==> config.mk <==
export PLATFORM = sky130hd
export DESIGN_NAME = modular_exponentiation_core
export DESIGN_NICKNAME = d
export VERILOG_FILES = /design/src/hw/rtl/mexp_pkg.sv /design/src/hw/rtl/modular_exponentiation_core.sv /design/src/hw/rtl/mexp_datapath.sv /design/src/hw/rtl/mexp_ctrl.sv
export SDC_FILE = /design/constraint.sdc
export NUM_CORES = 1
export LEC_CHECK = 0
export BUFFER_PORTS_ARGS = -buffer_cell sky130_fd_sc_hd__buf_2
export CAP_MARGIN = 20
export CORE_UTILIZATION = 35
export DETAILED_ROUTE_END_ITERATION = 16
export PLACE_DENSITY_LB_ADDON = 0.2
export SLEW_MARGIN = 20
export SYNTH_ARGS = -nofsm -noshare
export SYNTH_HDL_FRONTEND = slang
export SYNTH_HIERARCHICAL = 1
export SYNTH_SLANG_ARGS = --single-unit
export TNS_END_PERCENT = 100
==> constraint.sdc <==
create_clock -name clock -period 5.6 [get_ports clock]
set_input_delay 0.28 -clock clock [delete_from_list [all_inputs] [get_ports clock]]
set_output_delay 0.28 -clock clock [all_outputs]
set_load 0.03 [all_outputs]
==> src/hw/rtl/mexp_pkg.sv <==
// mexp_pkg: shared types and constants for the modular exponentiation core
// used by mexp_ctrl, mexp_datapath and modular_exponentiation_core; no dependencies
`timescale 1ns / 1ps
`default_nettype none

package mexp_pkg;

   // width of the base, exponent, modulus and power_mod fields on the ports
   localparam int FIELD_W = 32;

   // default operand width of the datapath
   localparam int WIDTH_DEFAULT = 32;

   typedef struct packed {
      logic [FIELD_W-1:0] base;
      logic [FIELD_W-1:0] exponent;
      logic [FIELD_W-1:0] modulus;
   } req_type;

   typedef struct packed {
      logic [FIELD_W-1:0] power_mod;
      logic               modulus_zero;
   } rsp_type;

   typedef enum logic [2:0] {
      ST_IDLE,
      ST_REDUCE,
      ST_SQUARE,
      ST_MULTIPLY,
      ST_DONE
   } state_type;

   // controller to datapath
   typedef struct packed {
      logic load;
      logic reduce_step;
      logic reduce_last;
      logic exp_shift;
      logic mul_step;
      logic mul_first;
      logic mul_last;
      logic mul_base;
   } cmd_type;

   // datapath to controller
   typedef struct packed {
      logic exp_msb;
      logic mod_zero;
   } status_type;

endpackage

`default_nettype wire

==> src/hw/rtl/modular_exponentiation_core.sv <==
// modular_exponentiation_core: top level, base^exponent mod modulus
// depends on mexp_pkg, mexp_ctrl and mexp_datapath
`timescale 1ns / 1ps
`default_nettype none

// Computes base^exponent mod modulus by left-to-right square-and-multiply. Drive
// req_item and pulse start while busy is low; the item is taken on that edge. One
// item is worked on at a time. The result appears on rsp_item for exactly one
// cycle with rsp_valid high and cannot be held off, so the receiver must take it
// then. Each modular product goes through a bit-serial double-and-add multiplier
// that handles one bit per cycle. An item passes through base reduction (which
// also skips leading exponent zeros), then one square per scanned exponent bit,
// from the top set bit down, and one multiply per set bit, then the result state.
// A zero modulus returns power_mod = 0 with modulus_zero set, going from base
// reduction straight to the result. Inputs are taken modulo 2^WIDTH.
module modular_exponentiation_core #(
   parameter int WIDTH = mexp_pkg::WIDTH_DEFAULT
) (
   input  wire               clock,
   input  wire               reset,
   input  wire               start,
   output logic              busy,
   input  mexp_pkg::req_type req_item,
   output logic              rsp_valid,
   output mexp_pkg::rsp_type rsp_item
);

   mexp_pkg::cmd_type    cmd;
   mexp_pkg::status_type status;

   mexp_ctrl #(
      .WIDTH(WIDTH)
   ) u_ctrl (
      .clock     (clock),
      .reset     (reset),
      .start     (start),
      .busy      (busy),
      .rsp_valid (rsp_valid),
      .status    (status),
      .cmd       (cmd)
   );

   mexp_datapath #(
      .WIDTH(WIDTH)
   ) u_datapath (
      .clock    (clock),
      .req_item (req_item),
      .cmd      (cmd),
      .status   (status),
      .rsp_item (rsp_item)
   );

endmodule

`default_nettype wire

==> src/hw/rtl/mexp_datapath.sv <==
// mexp_datapath: operand registers, base reduction and bit-serial modular multiplier
// depends on mexp_pkg; driven by mexp_ctrl through cmd_type / status_type
`timescale 1ns / 1ps
`default_nettype none

module mexp_datapath #(
   parameter int WIDTH = mexp_pkg::WIDTH_DEFAULT
) (
   input  wire                  clock,
   input  mexp_pkg::req_type    req_item,
   input  mexp_pkg::cmd_type    cmd,
   output mexp_pkg::status_type status,
   output mexp_pkg::rsp_type    rsp_item
);

   localparam int SUM_W = WIDTH + 2;

   logic [WIDTH-1:0] base_ff;
   logic [WIDTH-1:0] exp_ff;
   logic [WIDTH-1:0] mod_ff;
   logic [WIDTH-1:0] acc_ff;
   logic [WIDTH-1:0] prod_ff;
   logic [WIDTH-1:0] mult_ff;

   logic [WIDTH-1:0] mod_load;
   logic             acc_init;
   logic [WIDTH:0]   red_sum;
   logic [WIDTH:0]   red_diff;
   logic [WIDTH-1:0] red_next;
   logic [WIDTH-1:0] prod_cur;
   logic [WIDTH-1:0] y_cur;
   logic [WIDTH-1:0] x_cur;
   logic [SUM_W-1:0] mul_sum;
   logic [SUM_W-1:0] mod_one;
   logic [SUM_W-1:0] mod_two;
   logic [SUM_W-1:0] sub_one;
   logic [SUM_W-1:0] sub_two;
   logic [WIDTH-1:0] mul_next;

   always_comb begin
      mod_load = WIDTH'(req_item.modulus);
      // 1 mod m is 0 only when m is one
      acc_init = (mod_load > WIDTH'(1));

      // restoring remainder, one base bit per cycle
      red_sum  = {prod_ff, base_ff[WIDTH-1]};
      red_diff = red_sum - {1'b0, mod_ff};
      red_next = (red_sum >= {1'b0, mod_ff}) ? red_diff[WIDTH-1:0] : red_sum[WIDTH-1:0];

      // double-and-add step: 2*p + x stays below 3*m
      prod_cur = cmd.mul_first ? '0 : prod_ff;
      y_cur    = cmd.mul_first ? acc_ff : mult_ff;
      x_cur    = cmd.mul_base ? base_ff : acc_ff;
      mul_sum  = {1'b0, prod_cur, 1'b0} + (y_cur[WIDTH-1] ? SUM_W'(x_cur) : '0);
      mod_one  = SUM_W'(mod_ff);
      mod_two  = {1'b0, mod_ff, 1'b0};
      sub_one  = mul_sum - mod_one;
      sub_two  = mul_sum - mod_two;
      if (mul_sum >= mod_two) begin
         mul_next = sub_two[WIDTH-1:0];
      end else if (mul_sum >= mod_one) begin
         mul_next = sub_one[WIDTH-1:0];
      end else begin
         mul_next = mul_sum[WIDTH-1:0];
      end
   end

   always_ff @(posedge clock) begin
      if (cmd.load) begin
         base_ff <= WIDTH'(req_item.base);
         exp_ff  <= WIDTH'(req_item.exponent);
         mod_ff  <= mod_load;
         acc_ff  <= {{(WIDTH-1){1'b0}}, acc_init};
         prod_ff <= '0;
      end else if (cmd.reduce_step) begin
         prod_ff <= red_next;
         if (cmd.reduce_last) begin
            base_ff <= red_next;
         end else begin
            base_ff <= {base_ff[WIDTH-2:0], 1'b0};
         end
      end else if (cmd.mul_step) begin
         prod_ff <= mul_next;
         mult_ff <= {y_cur[WIDTH-2:0], 1'b0};
         if (cmd.mul_last) begin
            acc_ff <= mul_next;
         end
      end

      if (cmd.exp_shift && !cmd.load) begin
         exp_ff <= {exp_ff[WIDTH-2:0], 1'b0};
      end
   end

   always_comb begin
      status.exp_msb  = exp_ff[WIDTH-1];
      status.mod_zero = (mod_ff == '0);
      rsp_item.modulus_zero = status.mod_zero;
      rsp_item.power_mod    = status.mod_zero ? '0 : mexp_pkg::FIELD_W'(acc_ff);
   end

endmodule

`default_nettype wire

==> src/hw/rtl/mexp_ctrl.sv <==
// mexp_ctrl: sequencer for base reduction, exponent scan and square / multiply passes
// depends on mexp_pkg; commands mexp_datapath
`timescale 1ns / 1ps
`default_nettype none

module mexp_ctrl #(
   parameter int WIDTH = mexp_pkg::WIDTH_DEFAULT
) (
   input  wire                  clock,
   input  wire                  reset,
   input  wire                  start,
   output logic                 busy,
   output logic                 rsp_valid,
   input  mexp_pkg::status_type status,
   output mexp_pkg::cmd_type    cmd
);

   localparam int CNT_W  = $clog2(WIDTH);
   localparam int BITS_W = $clog2(WIDTH + 1);

   mexp_pkg::state_type state_ff;
   mexp_pkg::state_type state_in;
   logic [CNT_W-1:0]    cnt_ff;
   logic [CNT_W-1:0]    cnt_in;
   logic [BITS_W-1:0]   bits_ff;
   logic [BITS_W-1:0]   bits_in;
   logic                cnt_last;

   assign cnt_last = (cnt_ff == CNT_W'(WIDTH - 1));

   // outputs
   always_comb begin
      cmd       = '0;
      busy      = (state_ff != mexp_pkg::ST_IDLE);
      rsp_valid = (state_ff == mexp_pkg::ST_DONE);
      case (state_ff)
         mexp_pkg::ST_IDLE: begin
            cmd.load = start;
         end
         mexp_pkg::ST_REDUCE: begin
            cmd.reduce_step = 1'b1;
            cmd.reduce_last = cnt_last;
            // skip leading zeros of the exponent meanwhile
            cmd.exp_shift   = (bits_ff != '0) && !status.exp_msb;
         end
         mexp_pkg::ST_SQUARE: begin
            cmd.mul_step  = 1'b1;
            cmd.mul_first = (cnt_ff == '0);
            cmd.mul_last  = cnt_last;
            cmd.exp_shift = cnt_last && !status.exp_msb;
         end
         mexp_pkg::ST_MULTIPLY: begin
            cmd.mul_step  = 1'b1;
            cmd.mul_first = (cnt_ff == '0);
            cmd.mul_last  = cnt_last;
            cmd.mul_base  = 1'b1;
            cmd.exp_shift = cnt_last;
         end
         default: begin
         end
      endcase
   end

   // next state and counters
   always_comb begin
      state_in = state_ff;
      cnt_in   = cnt_ff + CNT_W'(1);
      bits_in  = cmd.exp_shift ? (bits_ff - BITS_W'(1)) : bits_ff;
      case (state_ff)
         mexp_pkg::ST_IDLE: begin
            cnt_in  = '0;
            bits_in = BITS_W'(WIDTH);
            if (start) begin
               state_in = mexp_pkg::ST_REDUCE;
            end
         end
         mexp_pkg::ST_REDUCE: begin
            if (status.mod_zero) begin
               state_in = mexp_pkg::ST_DONE;
            end else if (cnt_last) begin
               cnt_in   = '0;
               state_in = (bits_in == '0) ? mexp_pkg::ST_DONE : mexp_pkg::ST_SQUARE;
            end
         end
         mexp_pkg::ST_SQUARE: begin
            if (cnt_last) begin
               cnt_in = '0;
               if (status.exp_msb) begin
                  state_in = mexp_pkg::ST_MULTIPLY;
               end else begin
                  state_in = (bits_in == '0) ? mexp_pkg::ST_DONE : mexp_pkg::ST_SQUARE;
               end
            end
         end
         mexp_pkg::ST_MULTIPLY: begin
            if (cnt_last) begin
               cnt_in   = '0;
               state_in = (bits_in == '0) ? mexp_pkg::ST_DONE : mexp_pkg::ST_SQUARE;
            end
         end
         mexp_pkg::ST_DONE: begin
            state_in = mexp_pkg::ST_IDLE;
         end
         default: begin
            state_in = mexp_pkg::ST_IDLE;
         end
      endcase
   end

   always_ff @(posedge clock) begin
      if (reset) begin
         state_ff <= mexp_pkg::ST_IDLE;
         cnt_ff   <= '0;
         bits_ff  <= '0;
      end else begin
         state_ff <= state_in;
         cnt_ff   <= cnt_in;
         bits_ff  <= bits_in;
      end
   end

   a_single_result: assert property (@(posedge clock) disable iff (reset)
      rsp_valid |=> !rsp_valid)
      else $error("result strobe held longer than one cycle");

   a_start_taken: assert property (@(posedge clock) disable iff (reset)
      (start && !busy) |=> (state_ff == mexp_pkg::ST_REDUCE))
      else $error("accepted item did not start base reduction");

   a_bits_left: assert property (@(posedge clock) disable iff (reset)
      (state_ff == mexp_pkg::ST_SQUARE || state_ff == mexp_pkg::ST_MULTIPLY)
      |-> (bits_ff != '0))
      else $error("square or multiply pass with no exponent bits left");

   a_multiply_after_square: assert property (@(posedge clock) disable iff (reset)
      $rose(state_ff == mexp_pkg::ST_MULTIPLY)
      |-> $past(state_ff == mexp_pkg::ST_SQUARE) && $past(status.exp_msb))
      else $error("multiply pass not preceded by a square on a set bit");

endmodule

`default_nettype wire
# Yosys cells after proc, flatten, opt, wreduce, memory -nomap -nowiden
# Index checks and enable logic that the tools add are counted.
[op_classes]
addsub = 6
n_lt_le_gt_ge = 4
mux = 36
n_reduce_logical = 22
eq_ne = 8
n_bitwise = 2
[ops]
columns = ["operator", "n"]
rows = [
  ["2-to-1 mux 32 bit", 15],
  ["subtractor 32 bit", 3],
  ["adder 33 x 32 -> 34 bit", 1],
  ["greater-or-equal comparator 34 x 32 -> 1 bit", 1],
  ["greater-or-equal comparator 34 x 33 -> 1 bit", 1],
  ["greater-or-equal comparator 33 x 32 -> 1 bit", 1],
  ["> comparator 32 x 1 -> 1 bit (second input constant)", 1],
  ["zero test 32 bit", 1],
  ["2-to-1 mux 3 bit", 7],
  ["one-hot mux 5 bit (3 select lines)", 1],
  ["2-to-1 mux 6 bit", 2],
  ["one-hot mux 3 bit (4 select lines)", 1],
  ["2-to-1 mux 5 bit", 2],
  ["nonzero test 2 bit", 5],
  ["AND reduction 3 bit", 3],
  ["equality test 3 x 2 -> 1 bit (second input constant)", 2],
  ["zero test 6 bit", 1],
  ["2-to-1 mux 1 bit", 6],
  ["nonzero test 6 bit", 1],
  ["subtractor 6 x 1 -> 6 bit (second input constant)", 1],
  ["adder 5 x 1 -> 5 bit (second input constant)", 1],
  ["equality test 5 bit (second input constant)", 1],
  ["zero test 5 bit", 1],
  ["inequality test 2 x 1 -> 1 bit (second input constant)", 2],
  ["12 further kinds", 17],
]
[word_totals]
regBits = 205
word_cells = 91
inputBits = 99
output_inout_bits = 35

# Depth between registers and ports, before layout
# Gate-level depths: netlist (run 1).
[depth]
ltp_word = 13
ltp_mapped = 32
ltp_nobuf = 28

# Modules after synthesis
# Netlist (run 1), hierarchy kept.
[modules_own_cells]
columns = ["module", "instances", "cells_each", "area_per_inst_um2", "seq_area_each_um2"]
rows = [
  ["mexp_datapath", 1, 1889, 16355.7, 5094.9],
  ["mexp_ctrl", 1, 113, 890.9, 280.3],
]

# Worst setup path after synthesis (run 1)
# No wires, ideal clock.
[synth_timing]
kind = "reg-to-reg"
startpoint = "register u_ctrl.state_ff[1]"
endpoint = "register u_datapath.acc_ff[0], data pin"
stages_incl_launch_ff = 28
t_required_ns = 5.339
path_buffers = 6
setup_slack_ns = -0.392
arrival_time_ns = 5.731
cell_sequence = "dfxtp_1 > buf_6 > nor2b_4 > nand3b_1 > nor3_1 > clkbuf_1 > mux2i_1 > clkbuf_1 > nor2_1 > ha_1 > clkbuf_1 > a21oi_1 > o211a_1 > nor2_1 > a22o_1 > nor4_1 > nor2_1 > a31oi_1 > xnor2_1 > ha_1 > clkbuf_1 > a21o_1 > a21oi_1 > o21bai_1 > a221oi_1 > clkbuf_1 > a211oi_1 > o32a_1"
[synth_rtl]
columns = ["item", "line_no", "source"]
rows = [
  ["start: declaration", "mexp_ctrl.sv:21", "mexp_pkg::state_type state_ff;"],
  ["start signal: assignment", "mexp_ctrl.sv:112", "state_ff <= mexp_pkg::ST_IDLE;"],
  ["start signal: assignment", "mexp_ctrl.sv:116", "state_ff <= state_in;"],
  ["end signal: assignment", "mexp_datapath.sv:73", "acc_ff <= {{(WIDTH-1){1'b0}}, acc_init};"],
  ["end signal: assignment", "mexp_datapath.sv:86", "acc_ff <= mul_next;"],
  ["end: declaration", "mexp_datapath.sv:21", "logic [WIDTH-1:0] acc_ff;"],
]

==> results of run 1 <==
## per-layer routing
layer,global-route usage,up-vias
met5,0,-
met4,0.0698,0
met3,0.0414,117
met2,0.422,728
met1,0.392,8844
li1,-,8657
## cell type report
| class | count | area share |
|---|---|---|
| well taps | 656 | 0.0324 |
| flip-flops and latches | 205 | 0.212 |
| clock inverters | 10 | 0.00405 |
| clock buffers | 38 | 0.0294 |
| repair buffers | 640 | 0.198 |
| multi-input cells | 1607 | 0.510 |
| inverters | 91 | 0.0135 |
## synth_stat cells (5+ instances only)
library cell and number:
sky130_fd_sc_hd__a21o_1 66, sky130_fd_sc_hd__nand3_1 62, sky130_fd_sc_hd__xor2_1 28, sky130_fd_sc_hd__a211o_1 16, sky130_fd_sc_hd__and2_1 12, sky130_fd_sc_hd__buf_1 6, sky130_fd_sc_hd__o2111ai_1 6, sky130_fd_sc_hd__a21boi_0 6
sky130_fd_sc_hd__nor3_1 32, sky130_fd_sc_hd__mux2_2 38, sky130_fd_sc_hd__a22o_1 51, sky130_fd_sc_hd__inv_1 90, sky130_fd_sc_hd__nand2b_1 16, sky130_fd_sc_hd__o31a_1 6, sky130_fd_sc_hd__o21ai_0 113, sky130_fd_sc_hd__o21ai_1 10
sky130_fd_sc_hd__and3_1 33, sky130_fd_sc_hd__edfxtp_1 127, sky130_fd_sc_hd__nand2_1 118, sky130_fd_sc_hd__buf_6 6, sky130_fd_sc_hd__mux2i_1 65, sky130_fd_sc_hd__o221ai_1 7, sky130_fd_sc_hd__nor4_1 27, sky130_fd_sc_hd__a31o_2 8
sky130_fd_sc_hd__o21a_1 26, sky130_fd_sc_hd__or3_1 11, sky130_fd_sc_hd__o21bai_1 13, sky130_fd_sc_hd__ha_1 131, sky130_fd_sc_hd__clkbuf_1 80, sky130_fd_sc_hd__o211a_1 6, sky130_fd_sc_hd__a31oi_1 36, sky130_fd_sc_hd__xnor2_1 70
sky130_fd_sc_hd__dfxtp_1 78, sky130_fd_sc_hd__a211oi_1 44, sky130_fd_sc_hd__nand4_1 24, sky130_fd_sc_hd__a311oi_1 5, sky130_fd_sc_hd__buf_2 5, sky130_fd_sc_hd__or2_2 10, sky130_fd_sc_hd__o31ai_1 16, sky130_fd_sc_hd__a21oi_1 146
sky130_fd_sc_hd__a221o_1 8, sky130_fd_sc_hd__nor2b_1 72, sky130_fd_sc_hd__nor2_1 187, sky130_fd_sc_hd__o211ai_1 23
## metrics by stage
step	worst slack [ps]	hold WS, ps	setup TNS (ps)	cells
floorplan	-33.1	349	-88.7	2002
global placement	-763	454	-41040	3081
detailed placement	-790	459	-43240	3081
CTS	-240	0.295	-10500	3227
global route	-570	3.97	-26060	3247
finish	-304	16.8	-11540	3247
## timing repair
| action | in CTS | in global routing |
|---|---|---|
| hold buffers | 61 | 0 |
| setup buffers | 35 | 18 |
| gates cloned | 6 | 5 |
| pin swaps | 77 | 69 |
| endpoints found under the setup margin | 64 | 64 |
| gates resized for setup | 247 | 138 |
| endpoints found under the hold margin | 61 | 0 |
## flip-flops by register name, summed over array words and instances, names as in the netlist
| signal | count |
|---|---|
| u_ctrl/bits_ff | 6 |
| u_datapath/mod_ff | 32 |
| u_datapath/exp_ff | 32 |
| u_datapath/base_ff | 32 |
| u_datapath/acc_ff | 32 |
| u_ctrl/cnt_ff | 5 |
| u_datapath/mult_ff | 31 |
| u_ctrl/state_ff | 3 |
| u_datapath/prod_ff | 32 |
## logic make-up (layout without fill, tap and decap cells)
family                     after synthesis  count (layout)
DFF                                    205             205
and+or+nand+nor                        623             623
muxes                                  105             105
xor gates and xnor gates                98              98
AOI/OAI and AO/OA                      646             646
adders and majority gates              135             135
buffers and inverters                  190             779
## final timing paths
path | end | start | slack (ps) | cells after the start
max | u_datapath/prod_ff[22] | u_ctrl/cnt_ff[1] | -300 | 31
min | u_datapath/base_ff[14] | req_item[78] | 20 | 2
max reg2reg | u_datapath/prod_ff[22] | u_ctrl/cnt_ff[1] | -300 | 31
min reg2reg | u_datapath/exp_ff[0] | u_datapath/exp_ff[0] | 490 | 2
## power breakdown
part	switching [mW]	leakage (nW)	internal, mW
Clock	0.705	0.412	0.973
Sequential	0.0903	1.94	1.73
Combinational	1.99	8.78	1.69
## cell usage in the layout, fill, tap and decap left out, types with 13 or more instances in the layout
cell type,count
sky130_fd_sc_hd__buf_4,399
sky130_fd_sc_hd__o211ai_1,23
sky130_fd_sc_hd__nor2_1,168
sky130_fd_sc_hd__o21a_1,25
sky130_fd_sc_hd__nand4_1,24
sky130_fd_sc_hd__o21ai_0,70
sky130_fd_sc_hd__xnor2_1,60
sky130_fd_sc_hd__nand3_1,43
sky130_fd_sc_hd__ha_1,101
sky130_fd_sc_hd__a21oi_1,121
sky130_fd_sc_hd__nand2b_1,15
sky130_fd_sc_hd__a211o_1,16
sky130_fd_sc_hd__nand2_1,115
sky130_fd_sc_hd__and3_1,30
sky130_fd_sc_hd__ha_4,26
sky130_fd_sc_hd__xor2_1,24
sky130_fd_sc_hd__a31oi_4,13
sky130_fd_sc_hd__o21ai_2,22
sky130_fd_sc_hd__nor3_1,27
sky130_fd_sc_hd__a22o_1,51
sky130_fd_sc_hd__mux2i_1,61
sky130_fd_sc_hd__edfxtp_1,127
sky130_fd_sc_hd__dfxtp_1,75
sky130_fd_sc_hd__a21o_1,66
sky130_fd_sc_hd__buf_2,133
sky130_fd_sc_hd__buf_6,24
sky130_fd_sc_hd__o21ai_1,28
sky130_fd_sc_hd__nor2b_1,71
sky130_fd_sc_hd__nor4_1,21
sky130_fd_sc_hd__clkbuf_16,30
sky130_fd_sc_hd__a21oi_2,21
sky130_fd_sc_hd__dlygate4sd3_1,61
sky130_fd_sc_hd__mux2_2,37
sky130_fd_sc_hd__a211oi_1,32
sky130_fd_sc_hd__inv_1,87
==> results.tsv, run 1 <==
metric	value	unit
critical_path_buf_inv_count	7	
synth_top_cells_by_area	sky130_fd_sc_hd__edfxtp_1 (22%), sky130_fd_sc_hd__ha_1 (9.5%), sky130_fd_sc_hd__dfxtp_1 (9.1%), sky130_fd_sc_hd__a21oi_1 (4.2%), sky130_fd_sc_hd__nor2_1 (4.1%)	
post_synth_xor_area_fraction	0.0498	
timing.critical_path.required	6010	ps
finalMaxSlewViolations	0	
clk_transition_reported_paths	60	ps
critPathSlowestCell	sky130_fd_sc_hd__a221o_2	
violations	setup timing	
count_of_antenna_diodes_in_the_layout	0	
ports	134	
detail_route.iter0.violations	1596	
met1_wire_length	32300	µm
worst_setup_path_class	register to register	
yosysTopAreaCellShare	0.221	
outcome	finished, violations left	
area.growth.synth_to_final	46.9	%
synth_top_flop_cell	sky130_fd_sc_hd__edfxtp_1	
initial_utilization	0.358	
grt_max_degree	70	
yosys_warnings	6	
cts_inserted_buffers	26	
numClockSinks	205	
placementRows	80	
die_h	224	µm
cts.root.buffer_cell	sky130_fd_sc_hd__clkbuf_16	
post_synth_instance_area	17200	µm²
postLayoutSetupSlackWorst	-304	ps
timing.max_slew.rel_slack	0.180	
port_buffers	133	
vdd_drop_max	0.000232	V
post-dp-hpwl	53500	µm
insertion_delay	570	ps
post-route-cell-area	25300	µm²
timing_hold_violations_final	0	
routabilityCongestion	1.01	
synth-async-reset-ratio	0	
h-tree-depth	1	
yosys.area_share.adder	0.0997	
multi_input_gate_area	12900	µm²
post_synth_inst_count	2002	
worst-path-max-fanout	7	
postSynthRegisterBits	205	
wire_length_of_the_first_global_routing_pass	105000	µm
dieArea	50200	µm²
layout-drive-gt1-share	0.355	
finalNetCount	2805	
detail_route.drc_violations	0	
hold_path_class	input pin to register	
rsz0062_at_grt	yes	
post_detailed_routing_wire_length	70900	µm
wl_met3	5690	µm
core_area	48100	µm²
synth-compound-area-share	0.253	
dr.max_layer_used	met4	
die_w	224	µm
synth_simple_gate_area_frac	0.177	
detailroute.wirelength.met2	30700	µm
regArea	5380	µm²
avgViaCountPerCell	5.65	
synth-seq-area-share	0.312	
critPathArrivalTime	6320	ps
grt_antenna_before_repair	0	
fillCellCount	4438	
fin_skew	18.8	ps
cellPowerDensity	283	nW/µm²
timing.fmax	169	MHz
vias_in_the_first_global_route	17800	
timing.final.crit_share	1.05	
maxCapViolations	0	
synth_edf_count	127	
max-clock-path-buffers	3	
critical_path.top_delay_family	compound AO/OA/AOI/OAI gates	
vias	18300	
cts_tree	built	
worst_setup_path_end_kind	register	
post-route-util	0.526	
slowest_delay	480	ps
wl_per_cell	21.8	µm
synth_top_family_by_area	compound AO/OA/AOI/OAI gates	
post_synth_mux_area_share	0.0638	
leakagePower	11.1	nW
tightestPinTransition	1230	ps
postRouteAntennaNets	0	
timing.critical_path.from_type	register	
post-layout-total-power	7.17	mW
drt_pre_antenna_iters	5	
globalRouteOverflowTotal	0	
placedInstanceArea	21300	µm²
synth.net_count	2236	
yosys.area.top_type	sky130_fd_sc_hd__edfxtp_1	
synth_area_per_cell	8.61	µm²
finalWorstPathRequiredPeriod	5900	ps
setup_viol_count_final	63	
grt.total_usage	0.273	
netlist-cell-type-count	76	
(Power assumes the default switching activity.)
==> run 2: changes to the inputs <==
- CORE_UTILIZATION: 35 -> 45
==> run 2 against run 1 <==
Against the previous run:
- the flow still finishes with violations (setup timing)
- power shrank 2.0%
- register-to-register slack gained 30 ps
- setup slack gained 28 ps
- critical path type unchanged
- largest cell class unchanged
- largest power group unchanged
==> results.tsv, run 2 (synthesized netlist as in run 1, its figures left out) <==
metric	value	unit
detail_route.drc_violations	0	
critPathSlowestCell	sky130_fd_sc_hd__o31a_1	
worst_setup_path_class	register to register	
pre_cts_slack	-593	ps
p_sw_frac	0.390	
core_area	37700	µm²
fin_skew	14.9	ps
finalMaxSlewViolations	0	
worst_setup_path_end_kind	register	
wl_per_cell	22.7	µm
avgViaCountPerCell	6.08	
cellPowerDensity	285	nW/µm²
count_of_antenna_diodes_in_the_layout	0	
postRouteAntennaNets	0	
h-tree-depth	1	
dieArea	39100	µm²
grt_max_degree	67	
outcome	finished, violations left	
vias_in_the_first_global_route	17400	
die_w	198	µm
setup_viol_count_final	64	
timing.critical_path.from_type	register	
insertion_delay	550	ps
timing.fmax	170	MHz
worst_path_most_repeated_cell	sky130_fd_sc_hd__ha_4	
grt_antenna_before_repair	1	
globalRouteOverflowTotal	0	
numClockSinks	205	
ports	134	
final_cell_mix	sky130_fd_sc_hd__buf_4 (375), sky130_fd_sc_hd__nor2_1 (151), sky130_fd_sc_hd__buf_2 (134), sky130_fd_sc_hd__edfxtp_1 (127), sky130_fd_sc_hd__a21oi_1 (118)	
violations	setup timing	
post-route-cell-area	24600	µm²
layout-drive-gt1-share	0.355	
rsz0062_at_grt	yes	
die_h	198	µm
critical_path.startpoint	u_ctrl/cnt_ff[0]	
cts.root.buffer_cell	sky130_fd_sc_hd__clkbuf_16	
drt_pre_antenna_iters	6	
placementRows	71	
hold_path_class	input pin to register	
internal_power	4.28	mW
vdd_drop_max	0.000230	V
routabilityCongestion	1.02	
finalNetCount	2759	
rr_endpoint	u_datapath/prod_ff[15]	
cts_tree	built	
max-clock-path-buffers	3	
worst_hold_margin	16.4	ps
timing.critical_path.required	6020	ps
clk_transition_reported_paths	60	ps
reg2reg_setup_slack	-280	ps
leakagePower	10.8	nW
slowest_delay	410	ps
post-layout-total-power	7.03	mW
initial_utilization	0.458	
timing_hold_violations_final	0	
layout.cells.most_common	sky130_fd_sc_hd__buf_4	
tightestPinTransition	1100	ps
postLayoutSetupSlackWorst	-277	ps
cts_inserted_buffers	25	
area.growth.synth_to_final	42.9	%
finalWorstPathRequiredPeriod	5880	ps
grt.total_usage	0.339	
wire_length_of_the_first_global_routing_pass	100000	µm
r2r-start	u_ctrl/cnt_ff[0]	
critical_path.endpoint	u_datapath/prod_ff[15]	
worst-path-max-fanout	7	
net_switching_power_of_the_design	2.74	mW
timing.reg2reg.worst_path_depth	33	
post_detailed_routing_wire_length	69300	µm
timing.max_slew.rel_slack	0.263	
placedInstanceArea	21000	µm²
power.share.combinational	0.516	
post-dp-hpwl	52900	µm
maxCapViolations	0	
critPathArrivalTime	6300	ps
vias	18600	
timing.final.crit_share	1.05	
pwr-share-clk	0.223	
seqPwrFrac	0.261	
detail_route.iter0.violations	1976	
port_buffers	133	
## run 2: timing repair
action	in CTS	in global routing
endpoints found under the setup margin	64	64
buffers inserted	40	20
cloned	5	1
hold buffers	36	0
resized for setup	254	164
hold endpoints to repair	36	0
pin swaps	128	91
## run 2: worst max-delay path, delay by kind of cell (launching register included)
kind | cells | cell delay [ps]
AO/OA/AOI/OAI | 12 | 2260
buffers and inverters | 9 | 1120
AND/OR/NAND/NOR | 8 | 1110
adder cells (fa/ha/maj) | 3 | 600
multiplexers | 1 | 330
flip-flops | 1 | 320
## run 2: routing by layer
| layer | share of wire | vias up | GRT usage | wire length [µm] |
|---|---|---|---|---|
| met1 | 0.43 | 8950 | 0.475 | 29900 |
| met5 | 0.00016 | - | 0.00511 | 11 |
| met2 | 0.43 | 923 | 0.520 | 30100 |
| met4 | 0.030 | 2 | 0.0930 | 2060 |
| li1 | - | 8547 | - | - |
| met3 | 0.10 | 134 | 0.0765 | 7200 |
## run 2: layout make-up
cell class / instances / area (µm²)
clock buffer: 29 / 641
timing repair buffer: 595 / 4570
fill: 3117 / 13000
tap: 511 / 639
multi-input combinational: 1607 / 12900
sequential: 205 / 5380
inverter: 91 / 342
clock inverter: 15 / 133
## run 2: metrics by stage
| stage | utilization | TNS (ps) | std cells |
|---|---|---|---|
| floorplan | - | -88.7 | 2002 |
| global placement | 0.557 | -25520 | 2915 |
| finish | 0.654 | -10670 | 3053 |
| global route | 0.654 | -24940 | 3053 |
| detailed placement | 0.557 | -29750 | 2915 |
| CTS | 0.630 | -3530 | 3039 |
## run 2: power by group through the flow
stage                     logic (mW)  clock network (mW)  registers, mW
final                           3.63                1.57           1.83
after global routing            3.83                1.63           1.84
after CTS                       3.23                1.58           1.83
after detailed placement        2.83                   0           1.86
after global placement          2.80                   0           1.86
after floorplan                 1.70                   0           1.81
## run 2: worst min path at each step
| stage | from | endpoint | slack (ps) | cells after the start |
|---|---|---|---|---|
| after floorplan | reset | u_ctrl/bits_ff[5] | 350 | 1 |
| after global placement | u_datapath/exp_ff[0] | u_datapath/exp_ff[0] | 450 | 2 |
| after detailed placement | req_item[0] | u_datapath/mod_ff[0] | 460 | 1 |
| after CTS | req_item[75] | u_datapath/base_ff[11] | 4 | 2 |
| after global routing | req_item[88] | u_datapath/base_ff[24] | 20 | 3 |
| final | req_item[75] | u_datapath/base_ff[11] | 20 | 2 |
==> run 3: changes to the inputs <==
- CORE_MARGIN: unset -> 2
- SYNTH_HIERARCHICAL: 1 -> unset
==> run 3 against run 2 <==
Against the previous run:
- the run still ends with setup timing left
- largest cell class unchanged
- clock power about the same
- global-route usage decreased by 0.71 points
- non-clock buffer count grew 9
- sequential cell count did not move
- critical endpoint is now u_datapath.prod_ff[24]
- clock skew down 1.7 ps
- critical path type unchanged
- largest power group unchanged
- combinational power fell by 50%
- sequential share of layout area grew 0.40 points
- count of clock-buffer cells in the layout decreased by 1
==> results.tsv, run 3 <==
metric	value	unit
outcome	finished, violations left	
violations	setup timing	
timing.fmax	167	MHz
post_synth_instance_area	17200	µm²
setup_viol_count_final	64	
port_buffers	133	
die_h	200	µm
count_of_antenna_diodes_in_the_layout	0	
maxCapViolations	0	
postSynthRegisterBits	205	
timing.critical_path.required	6080	ps
setup_total_negative_slack	-18280	ps
vdd_drop_max	0.000252	V
hold_path_class	input pin to register	
layout-drive-gt1-share	0.343	
yosysTopAreaCellShare	0.221	
synth-async-reset-ratio	0	
finalMaxSlewViolations	0	
detail_route.drc_violations	0	
detail_route.iter0.violations	1853	
p_sw_frac	0.336	
grt_antenna_before_repair	1	
multi_input_gate_area	12500	µm²
clk_transition_reported_paths	70	ps
die_w	200	µm
timing.max_slew.rel_slack	0.262	
cts_tree	built	
yosys_warnings	0	
synth-seq-area-share	0.312	
internal_power	3.44	mW
postLayoutSetupSlackWorst	-386	ps
vias	18300	
leakagePower	10.4	nW
worst_setup_path_end_kind	register	
fin_skew	13.2	ps
numClockSinks	205	
postRouteAntennaNets	0	
cts.root.buffer_cell	sky130_fd_sc_hd__clkbuf_16	
top_cells_by_instance_count_after_synthesis	sky130_fd_sc_hd__nand2_1 (217), sky130_fd_sc_hd__a21oi_1 (192), sky130_fd_sc_hd__ha_1 (132)	
regArea	5380	µm²
post-layout-total-power	5.18	mW
timing.critical_path.from_type	register	
fillCellCount	3202	
initial_utilization	0.457	
globalRouteOverflowTotal	0	
avgViaCountPerCell	5.95	
rsz0062_at_grt	yes	
synth.net_count	2254	
yosys.area.top_type	sky130_fd_sc_hd__edfxtp_1	
timing_hold_violations_final	0	
ports	134	
insertion_delay	560	ps
tightestPinTransition	1100	ps
pwr-share-clk	0.304	
timing.final.crit_share	1.07	
post-dp-hpwl	51700	µm
drt_pre_antenna_iters	5	
cts_inserted_buffers	24	
placementRows	71	
synth_top_cells_by_area	sky130_fd_sc_hd__edfxtp_1 (22%), sky130_fd_sc_hd__ha_1 (9.6%), sky130_fd_sc_hd__dfxtp_1 (9.1%), sky130_fd_sc_hd__a21oi_1 (5.6%), sky130_fd_sc_hd__nand2_1 (4.7%)	
wire_length_of_the_first_global_routing_pass	100000	µm
synth_top_flop_cell	sky130_fd_sc_hd__edfxtp_1	
synth_edf_count	127	
area.growth.synth_to_final	40.5	%
post_detailed_routing_wire_length	68000	µm
finalWorstPathRequiredPeriod	5990	ps
power.share.combinational	0.353	
net_switching_power_of_the_design	1.74	mW
worst-path-max-fanout	7	
worst_setup_path_class	register to register	
slowest_delay	390	ps
post_synth_inst_count	2019	
synth_area_per_cell	8.53	µm²
layout.cells.most_common	sky130_fd_sc_hd__buf_4	
critPathArrivalTime	6460	ps
post-route-cell-area	24200	µm²
seqPwrFrac	0.343	
h-tree-depth	1	
placedInstanceArea	21000	µm²
grt.total_usage	0.332	
vias_in_the_first_global_route	17500	
yosys.cell_count.top_type	sky130_fd_sc_hd__nand2_1	
wl_per_cell	22.1	µm
worst_path_most_repeated_cell	sky130_fd_sc_hd__buf_4	
dieArea	39900	µm²
cellPowerDensity	214	nW/µm²
routabilityCongestion	1.03	
critPathSlowestCell	sky130_fd_sc_hd__o41ai_2	
netlist-cell-type-count	96	
core_area	37700	µm²
max-clock-path-buffers	3	
final_cell_mix	sky130_fd_sc_hd__buf_4 (387), sky130_fd_sc_hd__nand2_1 (204), sky130_fd_sc_hd__a21oi_1 (161), sky130_fd_sc_hd__buf_2 (133), sky130_fd_sc_hd__edfxtp_1 (127)	
finalNetCount	2784	
grt_max_degree	73	
## run 3: cell count changes after synthesis, moves of 22 or more
cell,before,now
sky130_fd_sc_hd__a211oi_1,44,22
sky130_fd_sc_hd__nor2_1,187,124
sky130_fd_sc_hd__nor2b_1,72,47
sky130_fd_sc_hd__nand2_1,118,217
sky130_fd_sc_hd__and2_1,12,40
sky130_fd_sc_hd__a21oi_1,146,192
sky130_fd_sc_hd__mux2i_1,65,37
## run 3: power groups by stage
stage	logic [mW]	registers [mW]	clock network (mW)
after floorplan	0.932	1.77	0
after global placement	1.53	1.80	0
after detailed placement	1.55	1.80	0
after CTS	1.72	1.77	1.59
after global routing	1.95	1.78	1.64
final	1.83	1.77	1.58
## run 3: worst paths after layout
check	startpoint	to	slack, ps	depth (start not counted)
max	u_ctrl.cnt_ff[1]	u_datapath.prod_ff[24]	-390	32
min	req_item[74]	u_datapath.base_ff[10]	10	2
max reg2reg	u_ctrl.cnt_ff[1]	u_datapath.prod_ff[24]	-390	32
min reg2reg	u_datapath.exp_ff[0]	u_datapath.exp_ff[0]	470	2
## run 3: cell type report
cell class / count / share of cell area
repair buffers: 604 / 0.190
clock buffers: 28 / 0.0254
well taps: 511 / 0.0264
clock inverters: 16 / 0.00615
multi-input cells: 1639 / 0.518
inverters: 75 / 0.0117
flip-flops and latches: 205 / 0.222
## run 3: metrics by stage
step | util | instances | hold WS (ps) | setup WS [ps]
2_1_floorplan | - | 2019 | 349 | 0.382
3_3_place_gp | 0.558 | 2930 | 446 | -738
3_5_place_dp | 0.558 | 2930 | 458 | -842
4_1_cts | 0.625 | 3064 | 5.84 | -395
5_1_grt | 0.643 | 3078 | 9.77 | -662
6_report | 0.643 | 3078 | 12.8 | -386
## run 3: timing repair
action	4_1_cts	5_1_grt
endpoints found under the setup margin	64	64
hold endpoints to repair	41	0
buffers inserted	49	16
pin swaps	85	73
hold buffers	41	0
gates cloned	2	0
resized for setup	190	117
## run 3: metal layers
metal	global-route usage	part of all wire
met2	0.509	0.43
met3	0.0655	0.10
met4	0.0993	0.032
met5	0	0.00025
met1	0.469	0.44
## run 3: logic make-up after synthesis
kind of cell | after synthesis | share of synthesized area
XOR/XNOR | 107 | 0.0544
AND/OR/NAND/NOR | 646 | 0.182
multiplexers | 89 | 0.0555
buffers and inverters | 175 | 0.0413
flip-flops | 205 | 0.312
AO/OA/AOI/OAI | 661 | 0.254
adder cells (fa/ha/maj) | 136 | 0.101
## run 3: critical path, delay by kind of cell, from the launching register on
family                   cells  cell delay, ps
adder cells (fa/ha/maj)      4             850
AO/OA/AOI/OAI               11            2250
flip-flops                   1             330
AND/OR/NAND/NOR              6             910
buffers and inverters        8            1020
multiplexers                 2             350
XOR/XNOR                     1             180
